[src/hstx_pkg.sv]
// Shared types, constants and the escape translation table for the text sanitiser.
package hstx_pkg;

  localparam int PENDING_DEPTH_DEF = 16;
  localparam int MAX_RESULTS       = 20;
  localparam int SYM_Q_DEPTH       = 4;
  localparam int RES_Q_DEPTH       = 4;

  localparam logic [7:0] CH_LT         = 8'h3C;
  localparam logic [7:0] CH_GT         = 8'h3E;
  localparam logic [7:0] CH_B_LO       = 8'h62;
  localparam logic [7:0] CH_B_UP       = 8'h42;
  localparam logic [7:0] CH_R_LO       = 8'h72;
  localparam logic [7:0] CH_R_UP       = 8'h52;
  localparam logic [7:0] CH_SPACE      = 8'h20;
  localparam logic [7:0] CH_NL         = 8'h0A;
  localparam logic [7:0] CH_HYPHEN     = 8'h2D;
  localparam logic [7:0] CH_APOS       = 8'h27;
  localparam logic [7:0] CH_COMMA      = 8'h2C;
  localparam logic [7:0] CH_QUOTE      = 8'h22;
  localparam logic [7:0] CH_PERIOD     = 8'h2E;
  localparam logic [7:0] DOT_HI        = 8'hC2;
  localparam logic [7:0] DOT_LO        = 8'hB7;
  localparam logic [7:0] ESC_LEAD      = 8'hE2;
  localparam logic [7:0] ESC_MID       = 8'h80;
  localparam logic [7:0] ESC_SPACE_MAX = 8'h8F;

  typedef struct packed {
    logic [7:0] data_byte;
    logic       has_byte;
    logic       is_last;
  } item_t;

  typedef struct packed {
    logic [7:0] out_byte;
    logic       out_present;
    logic       out_last;
  } result_t;

  // One request from the front end to the back end
  typedef struct packed {
    logic [7:0] ch;
    logic       is_end;   // end of message: flush the escape decoder
    logic       first;    // first request caused by its input item
    logic       fin;      // caused by the final item of the message
  } sym_t;

  // Up to three bytes produced by one request
  typedef struct packed {
    logic [1:0]      n;
    logic [2:0][7:0] b;
    logic            present;
  } rlist_t;

  typedef enum logic [1:0] {TAG_OUT, TAG_OPEN, TAG_B, TAG_BODY} tag_phase_t;
  typedef enum logic [1:0] {ESC_NONE, ESC_LEAD_HELD, ESC_MID_HELD} esc_phase_t;
  typedef enum logic [1:0] {F_IDLE, F_DRAIN, F_END} front_state_t;
  typedef enum logic [1:0] {B_IDLE, B_EMIT, B_FINAL} back_state_t;

  function automatic rlist_t translate(input logic [7:0] x);
    rlist_t r;
    r         = '0;
    r.n       = 2'd1;
    r.present = 1'b1;
    r.b[0]    = CH_HYPHEN;
    if (x <= ESC_SPACE_MAX) begin
      r.b[0] = CH_SPACE;
    end else begin
      unique case (x)
        8'h90, 8'h91, 8'h92, 8'h93, 8'h94, 8'h95: r.b[0] = CH_HYPHEN;
        8'h98, 8'h99, 8'h9B: r.b[0] = CH_APOS;
        8'h9A: r.b[0] = CH_COMMA;
        8'h9C, 8'h9D, 8'h9E, 8'h9F: r.b[0] = CH_QUOTE;
        8'hA2, 8'hA3, 8'hA4: begin
          r.n    = 2'd2;
          r.b[0] = DOT_HI;
          r.b[1] = DOT_LO;
        end
        8'hA6: begin
          r.n    = 2'd3;
          r.b[0] = CH_PERIOD;
          r.b[1] = CH_PERIOD;
          r.b[2] = CH_PERIOD;
        end
        default: r.b[0] = CH_HYPHEN;
      endcase
    end
    return r;
  endfunction

endpackage

[src/hstx_fifo.sv]
// Small register queue used between the front end, back end and result port.
module hstx_fifo #(
  parameter int WIDTH = 8,
  parameter int DEPTH = 4
) (
  input  logic             clk,
  input  logic             rst,
  input  logic             wr_en,
  input  logic [WIDTH-1:0] wr_data,
  output logic             full,
  input  logic             rd_en,
  output logic [WIDTH-1:0] rd_data,
  output logic             empty
);

  localparam int PTR_W = (DEPTH > 1) ? $clog2(DEPTH) : 1;
  localparam int CNT_W = $clog2(DEPTH + 1);

  logic [WIDTH-1:0] mem [DEPTH];
  logic [PTR_W-1:0] wr_ptr;
  logic [PTR_W-1:0] rd_ptr;
  logic [CNT_W-1:0] count;
  logic             do_wr;
  logic             do_rd;

  assign full    = (count == CNT_W'(DEPTH));
  assign empty   = (count == '0);
  assign do_wr   = wr_en && !full;
  assign do_rd   = rd_en && !empty;
  assign rd_data = mem[rd_ptr];

  always_ff @(posedge clk) begin
    if (do_wr) begin
      mem[wr_ptr] <= wr_data;
    end
  end

  always_ff @(posedge clk) begin
    if (rst) begin
      wr_ptr <= '0;
      rd_ptr <= '0;
      count  <= '0;
    end else begin
      if (do_wr) begin
        wr_ptr <= (wr_ptr == PTR_W'(DEPTH - 1)) ? '0 : wr_ptr + PTR_W'(1);
      end
      if (do_rd) begin
        rd_ptr <= (rd_ptr == PTR_W'(DEPTH - 1)) ? '0 : rd_ptr + PTR_W'(1);
      end
      if (do_wr && !do_rd) begin
        count <= count + CNT_W'(1);
      end else if (do_rd && !do_wr) begin
        count <= count - CNT_W'(1);
      end
    end
  end

  a_count_bound: assert property (@(posedge clk) disable iff (rst)
    count <= CNT_W'(DEPTH))
    else $error("queue occupancy above depth");

endmodule

[src/hstx_front.sv]
// Front end: markup removal and whitespace holding, feeding requests to the back end.
module hstx_front import hstx_pkg::*; #(
  parameter int PENDING_DEPTH = PENDING_DEPTH_DEF
) (
  input  logic  clk,
  input  logic  rst,
  input  item_t item,
  input  logic  push,
  output logic  full,
  output sym_t  sym,
  output logic  sym_push,
  input  logic  sym_full
);

  localparam int CNT_W = $clog2(PENDING_DEPTH + 1);
  localparam int IDX_W = (PENDING_DEPTH > 1) ? $clog2(PENDING_DEPTH) : 1;

  front_state_t             state, state_next;
  tag_phase_t               tag, tag_next, tag_step;
  logic                     brk, brk_next, brk_step;
  logic [PENDING_DEPTH-1:0] ws_kind, ws_kind_next, ws_work;
  logic [CNT_W-1:0]         ws_cnt, ws_cnt_next;
  logic [7:0]               held_c, held_c_next;
  logic                     held_last, held_last_next;
  logic                     sent, sent_next;

  logic                     accept;
  logic                     c_valid;
  logic [7:0]               c_byte;
  logic                     is_ws;
  logic                     ws_full;
  logic [IDX_W-1:0]         wr_pos;
  logic [7:0]               head_ch;
  logic                     go_drain;

  assign full    = (state != F_IDLE) || sym_full;
  assign accept  = push && !full;
  assign ws_full = (ws_cnt == CNT_W'(PENDING_DEPTH));
  assign head_ch = ws_kind[0] ? CH_NL : CH_SPACE;
  assign is_ws   = (c_byte == CH_SPACE) || (c_byte == CH_NL);
  assign wr_pos  = ws_full ? IDX_W'(PENDING_DEPTH - 1) : ws_cnt[IDX_W-1:0];

  // Markup tracking for the incoming byte
  always_comb begin
    tag_step = tag;
    brk_step = brk;
    c_valid  = 1'b0;
    c_byte   = item.data_byte;
    if (item.has_byte) begin
      unique case (tag)
        TAG_OUT: begin
          if (item.data_byte == CH_LT) begin
            tag_step = TAG_OPEN;
            brk_step = 1'b0;
          end else begin
            c_valid = 1'b1;
          end
        end
        TAG_OPEN: begin
          if (item.data_byte == CH_GT) begin
            tag_step = TAG_OUT;
          end else if (item.data_byte == CH_B_LO || item.data_byte == CH_B_UP) begin
            tag_step = TAG_B;
          end else begin
            tag_step = TAG_BODY;
          end
        end
        TAG_B: begin
          if (item.data_byte == CH_GT) begin
            tag_step = TAG_OUT;
          end else begin
            if (item.data_byte == CH_R_LO || item.data_byte == CH_R_UP) begin
              brk_step = 1'b1;
            end
            tag_step = TAG_BODY;
          end
        end
        TAG_BODY: begin
          if (item.data_byte == CH_GT) begin
            if (brk) begin
              c_valid = 1'b1;
              c_byte  = CH_NL;
            end
            tag_step = TAG_OUT;
            brk_step = 1'b0;
          end
        end
      endcase
    end
  end

  // Datapath and request outputs
  always_comb begin
    tag_next       = tag;
    brk_next       = brk;
    ws_kind_next   = ws_kind;
    ws_cnt_next    = ws_cnt;
    held_c_next    = held_c;
    held_last_next = held_last;
    sent_next      = sent;
    sym_push       = 1'b0;
    sym            = '0;
    go_drain       = 1'b0;
    ws_work        = ws_kind;
    unique case (state)
      F_IDLE: begin
        if (accept) begin
          tag_next       = item.is_last ? TAG_OUT : tag_step;
          brk_next       = item.is_last ? 1'b0 : brk_step;
          held_last_next = item.is_last;
          sent_next      = 1'b0;
          if (c_valid && is_ws) begin
            // store full: pass the oldest byte on before taking the new one
            if (ws_full) begin
              sym_push  = 1'b1;
              sym.ch    = head_ch;
              sym.first = 1'b1;
              sym.fin   = item.is_last;
              sent_next = 1'b1;
              ws_work   = ws_kind >> 1;
            end else begin
              ws_cnt_next = ws_cnt + CNT_W'(1);
            end
            ws_work[wr_pos] = (c_byte == CH_NL);
            ws_kind_next    = ws_work;
          end else if (c_valid) begin
            if (ws_cnt == '0) begin
              sym_push  = 1'b1;
              sym.ch    = c_byte;
              sym.first = 1'b1;
              sym.fin   = item.is_last;
              sent_next = 1'b1;
            end else begin
              held_c_next = c_byte;
              go_drain    = 1'b1;
            end
          end
          // drop held whitespace at the end of the message
          if (item.is_last && !go_drain) begin
            ws_cnt_next = '0;
          end
        end
      end
      F_DRAIN: begin
        if (!sym_full) begin
          sym_push  = 1'b1;
          sym.first = !sent;
          sym.fin   = held_last;
          sent_next = 1'b1;
          if (ws_cnt != '0) begin
            sym.ch       = head_ch;
            ws_kind_next = ws_kind >> 1;
            ws_cnt_next  = ws_cnt - CNT_W'(1);
          end else begin
            sym.ch = held_c;
          end
        end
      end
      F_END: begin
        if (!sym_full) begin
          sym_push   = 1'b1;
          sym.is_end = 1'b1;
          sym.first  = !sent;
          sym.fin    = 1'b1;
          sent_next  = 1'b1;
        end
      end
      default: begin
      end
    endcase
  end

  always_comb begin
    state_next = state;
    unique case (state)
      F_IDLE: begin
        if (accept) begin
          if (go_drain) begin
            state_next = F_DRAIN;
          end else if (item.is_last) begin
            state_next = F_END;
          end
        end
      end
      F_DRAIN: begin
        if (!sym_full && ws_cnt == '0) begin
          state_next = held_last ? F_END : F_IDLE;
        end
      end
      F_END: begin
        if (!sym_full) begin
          state_next = F_IDLE;
        end
      end
      default: state_next = F_IDLE;
    endcase
  end

  always_ff @(posedge clk) begin
    if (rst) begin
      state     <= F_IDLE;
      tag       <= TAG_OUT;
      brk       <= 1'b0;
      ws_cnt    <= '0;
      held_last <= 1'b0;
      sent      <= 1'b0;
    end else begin
      state     <= state_next;
      tag       <= tag_next;
      brk       <= brk_next;
      ws_cnt    <= ws_cnt_next;
      held_last <= held_last_next;
      sent      <= sent_next;
    end
  end

  always_ff @(posedge clk) begin
    ws_kind <= ws_kind_next;
    held_c  <= held_c_next;
  end

  a_no_push_when_full: assert property (@(posedge clk) disable iff (rst)
    sym_push |-> !sym_full)
    else $error("request pushed into a full queue");

  a_ws_bound: assert property (@(posedge clk) disable iff (rst)
    ws_cnt <= CNT_W'(PENDING_DEPTH))
    else $error("whitespace count above store depth");

endmodule

[src/hstx_back.sv]
// Back end: escape translation, per-item result cap and end-of-message marking.
module hstx_back import hstx_pkg::*; (
  input  logic    clk,
  input  logic    rst,
  input  sym_t    sym,
  input  logic    sym_valid,
  output logic    sym_pop,
  output result_t res,
  output logic    res_push,
  input  logic    res_full
);

  localparam int RC_W = $clog2(MAX_RESULTS + 1);

  back_state_t state, state_next;
  esc_phase_t  esc, esc_next, esc_take;
  logic        emitted_any, emitted_any_next;
  logic [RC_W-1:0] res_cnt, res_cnt_next, cnt_base;
  rlist_t      lst_in, lst, lst_next;
  logic [1:0]  idx, idx_next;
  logic        cur_end, cur_end_next;
  logic        cur_fin, cur_fin_next;
  logic [7:0]  pend_byte, pend_byte_next;
  logic        pend_present, pend_present_next;
  logic        pend_v, pend_v_next;

  logic        take;
  logic        advance;
  logic        emit_req;
  logic [7:0]  emit_byte;
  logic        emit_present;
  logic        emit_fin;
  logic        keep;

  // Results of the request at the head of the queue
  always_comb begin
    lst_in         = '0;
    lst_in.present = 1'b1;
    esc_take       = ESC_NONE;
    if (sym.is_end) begin
      unique case (esc)
        ESC_LEAD_HELD: begin
          lst_in.n    = 2'd1;
          lst_in.b[0] = ESC_LEAD;
        end
        ESC_MID_HELD: begin
          lst_in.n    = 2'd2;
          lst_in.b[0] = ESC_LEAD;
          lst_in.b[1] = ESC_MID;
        end
        default: begin
          // nothing came out for this message: send the marker
          if (!emitted_any) begin
            lst_in.n       = 2'd1;
            lst_in.present = 1'b0;
          end
        end
      endcase
    end else begin
      unique case (esc)
        ESC_MID_HELD: lst_in = translate(sym.ch);
        ESC_LEAD_HELD: begin
          if (sym.ch == ESC_MID) begin
            esc_take = ESC_MID_HELD;
          end else if (sym.ch == ESC_LEAD) begin
            lst_in.n    = 2'd1;
            lst_in.b[0] = ESC_LEAD;
            esc_take    = ESC_LEAD_HELD;
          end else begin
            lst_in.n    = 2'd2;
            lst_in.b[0] = ESC_LEAD;
            lst_in.b[1] = sym.ch;
          end
        end
        default: begin
          if (sym.ch == ESC_LEAD) begin
            esc_take = ESC_LEAD_HELD;
          end else begin
            lst_in.n    = 2'd1;
            lst_in.b[0] = sym.ch;
          end
        end
      endcase
    end
  end

  assign take    = (state == B_IDLE) && sym_valid && !res_full;
  assign advance = !res_full;
  assign sym_pop = take;
  assign keep    = cnt_base < RC_W'(MAX_RESULTS);

  // Result emission through the hold register
  always_comb begin
    esc_next          = esc;
    emitted_any_next  = emitted_any;
    lst_next          = lst;
    idx_next          = idx;
    cur_end_next      = cur_end;
    cur_fin_next      = cur_fin;
    pend_byte_next    = pend_byte;
    pend_present_next = pend_present;
    pend_v_next       = pend_v;
    cnt_base          = res_cnt;
    emit_req          = 1'b0;
    emit_byte         = lst.b[idx];
    emit_present      = lst.present;
    emit_fin          = cur_fin;
    res_push          = 1'b0;
    res               = '0;
    unique case (state)
      B_IDLE: begin
        if (take) begin
          cnt_base         = sym.first ? '0 : res_cnt;
          emit_req         = (lst_in.n != 2'd0);
          emit_byte        = lst_in.b[0];
          emit_present     = lst_in.present;
          emit_fin         = sym.fin;
          esc_next         = esc_take;
          emitted_any_next = !sym.is_end && (emitted_any || lst_in.n != 2'd0);
          lst_next         = lst_in;
          idx_next         = 2'd1;
          cur_end_next     = sym.is_end;
          cur_fin_next     = sym.fin;
        end
      end
      B_EMIT: begin
        emit_req = advance;
        if (advance) begin
          idx_next = idx + 2'd1;
        end
      end
      B_FINAL: begin
        if (pend_v && advance) begin
          res_push      = 1'b1;
          res.out_byte    = pend_byte;
          res.out_present = pend_present;
          res.out_last    = 1'b1;
          pend_v_next     = 1'b0;
        end
      end
      default: begin
      end
    endcase
    res_cnt_next = cnt_base;
    if (emit_req && keep) begin
      res_cnt_next = cnt_base + RC_W'(1);
      if (emit_fin) begin
        // hold the newest result of the final item until its last flag is known
        if (pend_v) begin
          res_push        = 1'b1;
          res.out_byte    = pend_byte;
          res.out_present = pend_present;
        end
        pend_byte_next    = emit_byte;
        pend_present_next = emit_present;
        pend_v_next       = 1'b1;
      end else begin
        res_push        = 1'b1;
        res.out_byte    = emit_byte;
        res.out_present = emit_present;
      end
    end
  end

  always_comb begin
    state_next = state;
    unique case (state)
      B_IDLE: begin
        if (take) begin
          if (lst_in.n > 2'd1) begin
            state_next = B_EMIT;
          end else if (sym.is_end) begin
            state_next = B_FINAL;
          end
        end
      end
      B_EMIT: begin
        if (advance && idx == lst.n - 2'd1) begin
          state_next = cur_end ? B_FINAL : B_IDLE;
        end
      end
      B_FINAL: begin
        if (advance || !pend_v) begin
          state_next = B_IDLE;
        end
      end
      default: state_next = B_IDLE;
    endcase
  end

  always_ff @(posedge clk) begin
    if (rst) begin
      state       <= B_IDLE;
      esc         <= ESC_NONE;
      emitted_any <= 1'b0;
      res_cnt     <= '0;
      pend_v      <= 1'b0;
      idx         <= 2'd0;
      cur_end     <= 1'b0;
      cur_fin     <= 1'b0;
    end else begin
      state       <= state_next;
      esc         <= esc_next;
      emitted_any <= emitted_any_next;
      res_cnt     <= res_cnt_next;
      pend_v      <= pend_v_next;
      idx         <= idx_next;
      cur_end     <= cur_end_next;
      cur_fin     <= cur_fin_next;
    end
  end

  always_ff @(posedge clk) begin
    lst          <= lst_next;
    pend_byte    <= pend_byte_next;
    pend_present <= pend_present_next;
  end

  a_no_write_when_full: assert property (@(posedge clk) disable iff (rst)
    res_push |-> !res_full)
    else $error("result written into a full queue");

  a_hold_only_in_final: assert property (@(posedge clk) disable iff (rst)
    (take && !sym.fin) |-> !pend_v)
    else $error("held result outlived its message");

  a_cap: assert property (@(posedge clk) disable iff (rst)
    res_cnt <= RC_W'(MAX_RESULTS))
    else $error("per-item result count above cap");

endmodule

[src/html_strip_text_sanitizer.sv]
// Path: a result byte is registered in the request queue and then in the result queue;
// the last result of the final item is held back until the end-of-message request is taken.
// Throughput: one byte per cycle when not stalled; input stalls while held whitespace is
// released or a message end is sent, and a multi-byte escape holds up the back end.
// Reset: synchronous, active high; clears control state and both queues, the whitespace
// store contents are left as they are.
module html_strip_text_sanitizer import hstx_pkg::*; #(
  parameter int PENDING_DEPTH = PENDING_DEPTH_DEF
) (
  input  logic    clk,
  input  logic    rst,
  input  item_t   item,
  input  logic    push,
  output logic    full,
  output result_t result,
  output logic    empty,
  input  logic    pop
);

  sym_t    sym_w;
  sym_t    sym_r;
  logic    sym_wr;
  logic    sym_full;
  logic    sym_empty;
  logic    sym_rd;
  result_t res_w;
  logic    res_wr;
  logic    res_full;

  hstx_front #(
    .PENDING_DEPTH(PENDING_DEPTH)
  ) u_front (
    .clk      (clk),
    .rst      (rst),
    .item     (item),
    .push     (push),
    .full     (full),
    .sym      (sym_w),
    .sym_push (sym_wr),
    .sym_full (sym_full)
  );

  hstx_fifo #(
    .WIDTH($bits(sym_t)),
    .DEPTH(SYM_Q_DEPTH)
  ) u_sym_q (
    .clk     (clk),
    .rst     (rst),
    .wr_en   (sym_wr),
    .wr_data (sym_w),
    .full    (sym_full),
    .rd_en   (sym_rd),
    .rd_data (sym_r),
    .empty   (sym_empty)
  );

  hstx_back u_back (
    .clk       (clk),
    .rst       (rst),
    .sym       (sym_r),
    .sym_valid (!sym_empty),
    .sym_pop   (sym_rd),
    .res       (res_w),
    .res_push  (res_wr),
    .res_full  (res_full)
  );

  hstx_fifo #(
    .WIDTH($bits(result_t)),
    .DEPTH(RES_Q_DEPTH)
  ) u_res_q (
    .clk     (clk),
    .rst     (rst),
    .wr_en   (res_wr),
    .wr_data (res_w),
    .full    (res_full),
    .rd_en   (pop),
    .rd_data (result),
    .empty   (empty)
  );

endmodule

[config.mk]
export PLATFORM = sky130hd
export DESIGN_NAME = html_strip_text_sanitizer
export DESIGN_NICKNAME = d
export VERILOG_FILES = /design/src/hstx_pkg.sv /design/src/hstx_fifo.sv /design/src/hstx_front.sv /design/src/hstx_back.sv /design/src/html_strip_text_sanitizer.sv
export SDC_FILE = /design/constraint.sdc
export NUM_CORES = 1
export LEC_CHECK = 0
export BUFFER_PORTS_ARGS = -buffer_cell sky130_fd_sc_hd__buf_2
export CAP_MARGIN = 0
export CORE_ASPECT_RATIO = 0.7
export CORE_MARGIN = 5
export CORE_UTILIZATION = 25
export CTS_CLUSTER_SIZE = 20
export DETAILED_ROUTE_END_ITERATION = 7
export HOLD_SLACK_MARGIN = 0.15
export PLACE_DENSITY = 0.42
export SYNTH_ARGS = -nofsm -noshare
export SYNTH_HDL_FRONTEND = slang
export SYNTH_SLANG_ARGS = --single-unit
[constraint.sdc]
create_clock -name clk -period 7.4 [get_ports clk]
set_input_delay 1.48 -clock clk [delete_from_list [all_inputs] [get_ports clk]]
set_output_delay 1.48 -clock clk [all_outputs]
set_load 0.02 [all_outputs]
==> impl_metrics.env, run 1 <==
export IMPL_status="completed"
export IMPL_final_design_area_no_fill_um2=10330
export IMPL_worstPathArrival_ps=5010
export IMPL_cts_resized=0
export IMPL_share_of_yosys_cell_area_claimed_by_the_top_area_cell_type_pct=44.83
export IMPL_maximum_number_of_pins_on_one_net_before_global_route_repair=46
export IMPL_ys_top_cells_by_area="edfxtp_1, dfxtp_1, mux4_2"
export IMPL_flops_latches_synth=182
export IMPL_route_vias_total=6231
export IMPL_period_minus_ws_final_ps=4650
export IMPL_grt_total_usage_pct=10.92
export IMPL_powerDensity_nw_per_um2=392.0
export IMPL_n_diodes=0
export IMPL_remaining_max_slew_budget_at_the_tightest_pin_pct=25.44
export IMPL_postCtsSetupRepairBufs=0
export IMPL_width_of_the_die_um=239.0
export IMPL_combinational_share_of_power_pct=38.5
export IMPL_grt_antenna_before_repair=0
export IMPL_crit_path_max_fanout=7
export IMPL_drcViolationCount=0
export IMPL_die_y_um=170.3
export IMPL_clk_path_buf_depth=2
export IMPL_gp_congestion=0.7825
export IMPL_total_leakage_power_nw=3.527
export IMPL_ys_flop_type="edfxtp_1"
export IMPL_syn_mean_instance_area_um2=11.46
export IMPL_avgViaCountPerCell=4.800
export IMPL_critPathCaptureType="flop"
export IMPL_first_global_vias=5929
export IMPL_io_pin_count=26
export IMPL_syn_num_nets=844
export IMPL_switching_share_pct=37.84
export IMPL_nFillCells=3701
export IMPL_initial_utilization_pct=25.45
export IMPL_worst_setup_hold_path_clk_slew_ps=60
export IMPL_clockRootBuffer="clkbuf_16"
export IMPL_clock_fmax_mhz=215.0
export IMPL_fp_dieArea_um2=40700
export IMPL_synth_async_reset_ratio_pct=0
export IMPL_worst_slew_pin_slew_ps=1090
export IMPL_internal_power_mw=2.516
export IMPL_worst_hold_slack_across_all_endpoints_ps=459.1
export IMPL_ir_drop_uv=168.7
export IMPL_core_um2=36070
export IMPL_hold_path_class="flop to flop"
export IMPL_port_buffers=25
export IMPL_drtAntennaViolNets=0
export IMPL_worstSkewPairLatency_ps=440
export IMPL_sequential_power_share_pct=39.5
export IMPL_synthTopCellsByCount="edfxtp_1, nand2_1, nor2_1"
export IMPL_cp_data_required_time_ps=7760
export IMPL_placed_cell_area_um2=9754
export IMPL_p_switching_mw=1.532
export IMPL_synthDistinctLibCells=76
export IMPL_synth_warnings=0
export IMPL_synth_edf_count=137
export IMPL_total_number_of_placement_rows=58
export IMPL_synth_most_common_cell="edfxtp_1"
export IMPL_drv_max_cap_violation_count=0
export IMPL_timing_setup_critical_path_class="input pin to flop"
export IMPL_drt_first_pass_iters=7
export IMPL_wirelength_um=21920
export IMPL_post_route_cells_drive_above_1_share_pct=11.86
export IMPL_synth_seq_area_share_pct=54.64
export IMPL_h_tree_depth=4
export IMPL_syn_inst=801
export IMPL_tritoncts="done"
export IMPL_clock_buffers_created_by_tritoncts=17
export IMPL_setup_violations_final=0
export IMPL_totalNegativeSetupSlack_ps=0
export IMPL_mappedNetlistArea_um2=9178
export IMPL_hold_viol=0
export IMPL_detail_route_wl_per_cell_um=16.89
export IMPL_dr_first_iter_drc_count=431
export IMPL_final_min_period_over_clock_period_pct=62.84
export IMPL_hold_bufs_inserted_after_cts=0
export IMPL_clock_sinks=182
export IMPL_setup_repair_after_global_routing_missed_its_margin="false"
export IMPL_syn2layout_area_growth_pct=12.52
export IMPL_share_clk_of_total_power_pct=22.0
export IMPL_synth_top_cell_by_area="edfxtp_1"
export IMPL_fin_nets=848
export IMPL_dp_final_hpwl_um=15760
export IMPL_report_final_slew_viol_count=0
export IMPL_place_ws_ps=2281
export IMPL_grt_first_pass_wirelength_um=34840
export IMPL_post_route_util_pct=28.63
export IMPL_final_setup_worst_slack_ps=2750
export IMPL_critical_path_startpoint_type="input pin"
export IMPL_overflow=0
export IMPL_worst_clock_skew_ps=13.84
## power groups by stage
stage / Clock, mW / Combinational [mW] / Sequential [mW]
after floorplan: 0 / 1.20 / 1.54
after global placement: 0 / 1.57 / 1.63
after detailed placement: 0 / 1.56 / 1.63
after CTS: 0.922 / 1.57 / 1.61
after global routing: 0.967 / 1.74 / 1.63
final: 0.892 / 1.56 / 1.60
## final cells by class
type | count | area, µm² | share of cell area (%)
flip-flops and latches | 182 | 5015 | 48.56
multi-input cells | 540 | 3849 | 37.27
inverters | 34 | 127.6 | 1.236
clock inverters | 10 | 97.59 | 0.9451
clock buffers | 22 | 474.2 | 4.592
repair buffers | 30 | 162.7 | 1.575
well taps | 480 | 600.6 | 5.816
## per-layer routing
metal  up-vias  routed length [µm]  track usage, %
met3        12                 897           2.673
li1       3037                   -               -
met5         -                   0               0
met2       126                8594           14.46
met4         0                 193           2.703
met1      3056               12240           17.47
## critical path: stages
cell and delay (ps):
buf_2 120, or3b_1 460, nor3_1 310, o2111a_1 350, o21ai_0 150, a211o_1 320, a211oi_2 480, ha_1 270
inv_1 60, fa_1 370, xor2_1 170, or3_1 310, a21oi_1 150
## per-stage QoR
step / total power [mW] / instances
detailed placement: 3.189 / 1266
global route: 4.337 / 1298
finish: 4.048 / 1298
CTS: 4.099 / 1298
floorplan: 2.741 / 801
global placement: 3.198 / 1266
## flip-flops by register name, indices dropped and copies added (netlist names), 3 cells and up, named ones only
register	cells
u_sym_q.mem	44
u_res_q.mem	40
u_back.lst	20
u_front.ws_kind	16
u_back.pend_byte	8
u_front.held_c	8
u_back.res_cnt	5
u_front.ws_cnt	5
u_res_q.count	3
u_sym_q.count	3
## worst paths after layout
kind                  startpoint                to  slack, ps  cells past startpoint
hold / removal    u_back.cur_end    u_back.cur_end        460                      2
setup / recovery         item[9]  u_sym_q.count[2]       2750                     13
setup reg to reg            flop  u_res_q.count[2]       2790                     12
hold reg to reg   u_back.cur_end    u_back.cur_end        460                      2
## layout by cell type (no fill, tap or decap), types with 9 or more instances in the layout
master | synthesis | final
nor2_1 | 65 | 65
buf_2 | 2 | 25
edfxtp_1 | 137 | 137
nor2b_1 | 13 | 13
nand2_1 | 72 | 72
a21oi_1 | 48 | 48
o31ai_1 | 11 | 11
dfxtp_1 | 45 | 45
a32o_1 | 15 | 15
inv_1 | 34 | 34
o21ai_0 | 31 | 31
and2_1 | 24 | 24
mux2i_1 | 14 | 14
clkbuf_16 | 0 | 17
nor3_1 | 15 | 15
mux4_2 | 20 | 20
nand3_1 | 23 | 23
ha_1 | 27 | 27
or3_1 | 9 | 9
and3_1 | 10 | 10
## kinds of logic after synthesis
family          Yosys count  share of synthesized area (%)
compound gates          194                          14.85
xor+xnor                  8                         0.7635
fa+ha+maj                29                          4.117
buf+inv                  79                          3.422
flops                   182                          54.64
mux                      43                          7.703
simple gates            266                          14.51
Power figures use the tool's default switching activity.
==> run 2, diff against run 1 <==
==> constraint.sdc (replaced) <==
create_clock -name clk -period 4.8 [get_ports clk]
set_input_delay 0.96 -clock clk [delete_from_list [all_inputs] [get_ports clk]]
set_output_delay 0.96 -clock clk [all_outputs]
set_load 0.02 [all_outputs]
==> run 2 against run 1 <==
Net effect:
- clock skew is 3.8 ps lower
- register-to-register slack worse by 2400 ps
- via count increased by 1.8%
- die area unchanged
- critical path type is now flop to flop
- largest power group is now combinational logic
- highest routed layer unchanged
==> impl_metrics.env, run 2 (synthesized netlist as in run 1, its figures left out) <==
export IMPL_dp_final_hpwl_um=16090
export IMPL_total_number_of_placement_rows=58
export IMPL_route_vias_total=6341
export IMPL_setup_violations_final=0
export IMPL_drcViolationCount=0
export IMPL_largest_register_ff_count=44
export IMPL_avgViaCountPerCell=4.855
export IMPL_hold_viol=0
export IMPL_report_final_slew_viol_count=0
export IMPL_maximum_number_of_pins_on_one_net_before_global_route_repair=46
export IMPL_syn2layout_area_growth_pct=13.54
export IMPL_internal_power_mw=3.984
export IMPL_cp_data_required_time_ps=5150
export IMPL_fp_dieArea_um2=40700
export IMPL_registers_top_by_ff_count="u_sym_q.mem"
export IMPL_status="completed"
export IMPL_switching_share_pct=37.56
export IMPL_grt_first_pass_wirelength_um=35320
export IMPL_core_um2=36070
export IMPL_layout_cells_most_common="edfxtp_1"
export IMPL_overflow=0
export IMPL_powerDensity_nw_per_um2=612.4
export IMPL_clk_path_buf_depth=2
export IMPL_remaining_max_slew_budget_at_the_tightest_pin_pct=15.38
export IMPL_fin_nets=857
export IMPL_share_clk_of_total_power_pct=22.9
export IMPL_worst_slew_pin_slew_ps=1237
export IMPL_gp_congestion=0.8896
export IMPL_grt_util_met3_pct=2.527
export IMPL_worstPathArrival_ps=4730
export IMPL_tritoncts="done"
export IMPL_postCtsSetupRepairBufs=0
export IMPL_final_min_period_over_clock_period_pct=91.20
export IMPL_post_route_cells_drive_above_1_share_pct=12.71
export IMPL_crit_path_top_delay_cell="dfxtp_1"
export IMPL_critical_path_cell_chain="buf_4 -> mux4_2 -> or4_1 -> o21ai_1 -> o211a_1 -> a21boi_0 -> nor2_1 -> ha_1 -> inv_1 -> fa_1 -> xor2_1 -> or3_1 -> a21oi_1"
export IMPL_combinational_share_of_power_pct=38.6
export IMPL_drv_max_cap_violation_count=0
export IMPL_drt_first_pass_iters=5
export IMPL_initial_utilization_pct=25.45
export IMPL_width_of_the_die_um=239.0
export IMPL_period_minus_ws_final_ps=4378
export IMPL_final_design_area_no_fill_um2=10420
export IMPL_nFillCells=3693
export IMPL_mostFrequentLayoutCells="edfxtp_1, nand2_1, nor2_1, a21oi_1, dfxtp_1"
export IMPL_post_route_util_pct=28.89
export IMPL_critPathBufInv=2
export IMPL_clockRootBuffer="clkbuf_16"
export IMPL_global_route_usage_met2_pct=14.48
export IMPL_global_route_usage_met1_pct=17.88
export IMPL_die_y_um=170.3
export IMPL_worst_path_dominant_cell_family="simple AND/OR/NAND/NOR gates"
export IMPL_clock_sinks=182
export IMPL_worst_clock_skew_ps=10.08
export IMPL_hold_path_class="flop to flop"
export IMPL_clock_buffers_created_by_tritoncts=17
export IMPL_setup_repair_after_global_routing_missed_its_margin="false"
export IMPL_clock_fmax_mhz=228.4
export IMPL_sequential_power_share_pct=38.5
export IMPL_total_leakage_power_nw=3.580
export IMPL_worst_setup_hold_path_clk_slew_ps=60
export IMPL_grt_antenna_before_repair=0
export IMPL_io_pin_count=26
export IMPL_detail_route_wl_per_cell_um=17.02
export IMPL_reg_top3="u_sym_q.mem (44), u_res_q.mem (40), u_back.lst (20)"
export IMPL_placed_cell_area_um2=9822
export IMPL_critical_path_startpoint_type="flop"
export IMPL_first_global_vias=6076
export IMPL_timing_setup_critical_path_class="flop to flop"
export IMPL_critPathCaptureType="flop"
export IMPL_n_diodes=0
export IMPL_grt_total_usage_pct=11.05
export IMPL_wirelength_um=22230
export IMPL_p_switching_mw=2.397
export IMPL_cts_resized=0
export IMPL_crit_path_max_fanout=9
export IMPL_worstSkewPairLatency_ps=430
export IMPL_port_buffers=25
export IMPL_hold_bufs_inserted_after_cts=0
export IMPL_totalNegativeSetupSlack_ps=0
export IMPL_drtAntennaViolNets=0
export IMPL_ir_drop_uv=287.7
export IMPL_dr_first_iter_drc_count=553
export IMPL_gr_max_usage_layer="met1"
export IMPL_critPathMaxStageDelay_ps=670
export IMPL_h_tree_depth=4
==> run 2: power groups by stage <==
stage,Combinational [mW],Clock (mW),Sequential [mW]
global placement,2.49,0,2.50
global route,2.74,1.57,2.51
detailed placement,2.47,0,2.50
floorplan,1.86,0,2.37
finish,2.47,1.46,2.46
CTS,2.49,1.51,2.46
==> run 2: stage by stage <==
step,instances,worst slack [ps],total power [mW],hold slack (ps)
3_5_place_dp,1275,465.3,4.967,457.1
5_1_grt,1306,187.4,6.818,497.5
3_3_place_gp,1275,541.2,4.991,445.1
6_report,1306,422.2,6.381,470.3
4_1_cts,1306,432.8,6.463,465.9
2_1_floorplan,801,740.9,4.226,433.8
==> run 2: path summary, 6_finish.rpt <==
kind	start	endpoint	slack, ps	cells after the start
hold reg to reg	u_back.cur_end	u_back.cur_end	470	2
setup / recovery	flop	u_res_q.count[2]	420	13
setup reg to reg	flop	u_res_q.count[2]	420	13
hold / removal	u_back.cur_end	u_back.cur_end	470	2
==> run 2: cell type report <==
type / instances / area, µm² / area share (%)
sequential: 182 / 5015 / 48.13
inverter: 34 / 127.6 / 1.225
timing repair buffer: 39 / 230.2 / 2.209
tap: 480 / 600.6 / 5.764
multi-input combinational: 540 / 3849 / 36.94
clock inverter: 13 / 168.9 / 1.621
clock buffer: 18 / 429.2 / 4.119
==> run 2: metal layers <==
layer / wire (µm) / share of wire (%)
met3: 1027 / 4.6
met4: 221 / 0.99
met2: 8760 / 39
met1: 12220 / 55
met5: 0 / 0
==> run 2: worst reg2reg max path, stage by stage, from the launching register on <==
cell and delay, ps:
dfxtp_1 670, buf_4 240, mux4_2 620, or4_1 480, o21ai_1 260, o211a_1 280
a21boi_0 130, nor2_1 290, ha_1 240, inv_1 60, fa_1 420, xor2_1 180
or3_1 300, a21oi_1 130
==> run 3, diff against run 2 <==
--- a/config.mk
+++ b/config.mk
@@ -5,15 +5,15 @@
 export SDC_FILE = /design/constraint.sdc
 export NUM_CORES = 1
 export LEC_CHECK = 0
-export BUFFER_PORTS_ARGS = -buffer_cell sky130_fd_sc_hd__buf_2
 export CAP_MARGIN = 0
 export CORE_ASPECT_RATIO = 0.7
 export CORE_MARGIN = 5
 export CORE_UTILIZATION = 25
 export CTS_CLUSTER_SIZE = 20
 export DETAILED_ROUTE_END_ITERATION = 7
+export DONT_BUFFER_PORTS = 1
 export HOLD_SLACK_MARGIN = 0.15
-export PLACE_DENSITY = 0.42
+export PLACE_DENSITY = 0.41
 export SYNTH_ARGS = -nofsm -noshare
 export SYNTH_HDL_FRONTEND = slang
 export SYNTH_SLANG_ARGS = --single-unit
==> constraint.sdc (replaced) <==
create_clock -name clk -period 4.3 [get_ports clk]
set_input_delay 0.86 -clock clk [delete_from_list [all_inputs] [get_ports clk]]
set_output_delay 0.86 -clock clk [all_outputs]
set_load 0.02 [all_outputs]
==> run 3 against run 2 <==
Net effect:
- core utilization down 0.16 points
- non-clock buffer count fell by 14
- first-iteration DRC count did not move
- combinational power is 14% higher
- wire length grew 3.5%
- final cell count is 1.0% lower
- critical endpoint unchanged
- setup slack worse by 110 ps
- via count decreased by 0.58%
==> impl_metrics.env, run 3 (synthesized netlist as in run 1, its figures left out) <==
export IMPL_status="completed"
export IMPL_timing_setup_critical_path_class="flop to flop"
export IMPL_worst_slew_pin_slew_ps=886.3
export IMPL_avgViaCountPerCell=4.875
export IMPL_die_y_um=170.3
export IMPL_gr_max_usage_layer="met1"
export IMPL_clock_fmax_mhz=250.7
export IMPL_port_buffers=0
export IMPL_grt_first_pass_wirelength_um=36230
export IMPL_setup_repair_after_global_routing_missed_its_margin="false"
export IMPL_hold_viol=0
export IMPL_crit_path_max_fanout=11
export IMPL_wirelength_um=23010
export IMPL_registers_top_by_ff_count="u_sym_q.mem"
export IMPL_switching_share_pct=38.37
export IMPL_remaining_max_slew_budget_at_the_tightest_pin_pct=40.69
export IMPL_largest_register_ff_count=44
export IMPL_internal_power_mw=4.360
export IMPL_global_route_usage_met1_pct=18.76
export IMPL_grt_antenna_before_repair=0
export IMPL_fp_dieArea_um2=40700
export IMPL_share_clk_of_total_power_pct=22.0
export IMPL_initial_utilization_pct=25.45
export IMPL_drt_first_pass_iters=6
export IMPL_grt_util_met3_pct=2.884
export IMPL_postCtsSetupRepairBufs=0
export IMPL_worstPathArrival_ps=4370
export IMPL_width_of_the_die_um=239.0
export IMPL_layout_cells_most_common="edfxtp_1"
export IMPL_cp_data_required_time_ps=4680
export IMPL_nFillCells=3689
export IMPL_place_ws_ps=306.9
export IMPL_drcViolationCount=0
export IMPL_route_vias_total=6304
export IMPL_h_tree_depth=4
export IMPL_mostFrequentLayoutCells="edfxtp_1, nand2_1, nor2_1, a21oi_1, dfxtp_1"
export IMPL_dr_first_iter_drc_count=553
export IMPL_grt_total_usage_pct=11.52
export IMPL_hold_bufs_inserted_after_cts=0
export IMPL_clock_sinks=182
export IMPL_stdcell_count=1293
export IMPL_clock_buffers_created_by_tritoncts=17
export IMPL_worst_setup_hold_path_clk_slew_ps=70
export IMPL_worst_clock_skew_ps=14.57
export IMPL_ir_drop_uv=321.3
export IMPL_drv_max_cap_violation_count=0
export IMPL_power_mw=7.074
export IMPL_rr_worst_depth=13
export IMPL_hold_path_class="flop to flop"
export IMPL_period_minus_ws_final_ps=3989
export IMPL_worstSkewPairLatency_ps=450
export IMPL_syn2layout_area_growth_pct=12.91
export IMPL_powerDensity_nw_per_um2=682.7
export IMPL_sequential_power_share_pct=38.3
export IMPL_place_detailed_instances=1261
export IMPL_combinational_share_of_power_pct=39.7
export IMPL_fin_nets=843
export IMPL_final_design_area_no_fill_um2=10360
export IMPL_final_min_period_over_clock_period_pct=92.77
export IMPL_reg_top3="u_sym_q.mem (44), u_res_q.mem (40), u_back.lst (20)"
export IMPL_n_diodes=0
export IMPL_crit_path_top_delay_cell="mux4_2"
export IMPL_io_pin_count=26
export IMPL_total_leakage_power_nw=3.537
export IMPL_clockRootBuffer="clkbuf_16"
export IMPL_min_path_cells=2
export IMPL_drtAntennaViolNets=0
export IMPL_critPathMaxStageDelay_ps=640
export IMPL_critPathCaptureType="flop"
export IMPL_p_switching_mw=2.714
export IMPL_worst_hold_slack_across_all_endpoints_ps=453.3
export IMPL_setup_violations_final=0
export IMPL_detail_route_wl_per_cell_um=17.80
export IMPL_first_global_vias=5927
export IMPL_post_route_util_pct=28.73
export IMPL_maximum_number_of_pins_on_one_net_before_global_route_repair=46
export IMPL_critical_path_cell_chain="buf_12 -> mux4_2 -> or4b_1 -> o21ai_1 -> o211a_1 -> a21boi_0 -> nor2_1 -> ha_1 -> inv_1 -> fa_1 -> xor2_1 -> or3_1 -> a21oi_1"
export IMPL_global_route_usage_met2_pct=14.57
export IMPL_critical_path_startpoint_type="flop"
export IMPL_gp_congestion=0.8951
export IMPL_cts_resized=0
export IMPL_post_route_cells_drive_above_1_share_pct=11.19
export IMPL_overflow=0
export IMPL_tritoncts="done"
export IMPL_final_setup_worst_slack_ps=310.8
export IMPL_total_number_of_placement_rows=58
export IMPL_report_final_slew_viol_count=0
export IMPL_placed_cell_area_um2=9792
export IMPL_core_um2=36070
export IMPL_clk_path_buf_depth=2
export IMPL_dp_final_hpwl_um=16580
export IMPL_totalNegativeSetupSlack_ps=0
-- run 3: cell count changes in the layout (fill, tap and decap cells not counted), sizes merged --
cell,before,now
clkinvlp,3,1
bufinv,3,1
clkinv,3,7
clkbuf,18,17
inv,38,40
buf,39,25
-- run 3: path summary, 6_finish.rpt --
check | from | to | slack, ps
worst max-delay path | flop | u_res_q.count[2] | 310
worst min-delay path | u_back.cur_end | u_back.cur_end | 450
worst max register to register | flop | u_res_q.count[2] | 310
worst min register to register | u_back.cur_end | u_back.cur_end | 450
-- run 3: worst max-delay path, delay by kind of cell (launching register included) --
kind	cells	cell delay, ps
flip-flops	1	360
XOR/XNOR	1	180
buffers and inverters	2	230
adder cells (fa/ha/maj)	2	660
multiplexers	1	640
AND/OR/NAND/NOR	3	1080
AO/OA/AOI/OAI	4	790
-- run 3: power by group through the flow --
stage	logic, mW	registers [mW]	clock network, mW
after detailed placement	2.81	2.75	0
after CTS	2.83	2.71	1.61
after global routing	3.10	2.76	1.68
after global placement	2.84	2.75	0
final	2.81	2.71	1.55
after floorplan	2.07	2.65	0
-- run 3: metal layers --
layer | vias up | wire length, µm | part of all wire, %
met1 | 3090 | 12670 | 55
met3 | 18 | 1151 | 5.0
met2 | 158 | 8913 | 39
met4 | 0 | 283 | 1.2
li1 | 3038 | - | -
met5 | - | 0 | 0
-- run 3: layout make-up --
| cell class | instances | area [µm²] | area share, % |
|---|---|---|---|
| flip-flops and latches | 182 | 5015 | 48.39 |
| multi-input cells | 540 | 3849 | 37.14 |
| well taps | 480 | 600.6 | 5.796 |
| clock buffers | 17 | 425.4 | 4.105 |
| repair buffers | 25 | 200.2 | 1.932 |
| clock inverters | 15 | 145.1 | 1.401 |
| inverters | 34 | 127.6 | 1.232 |
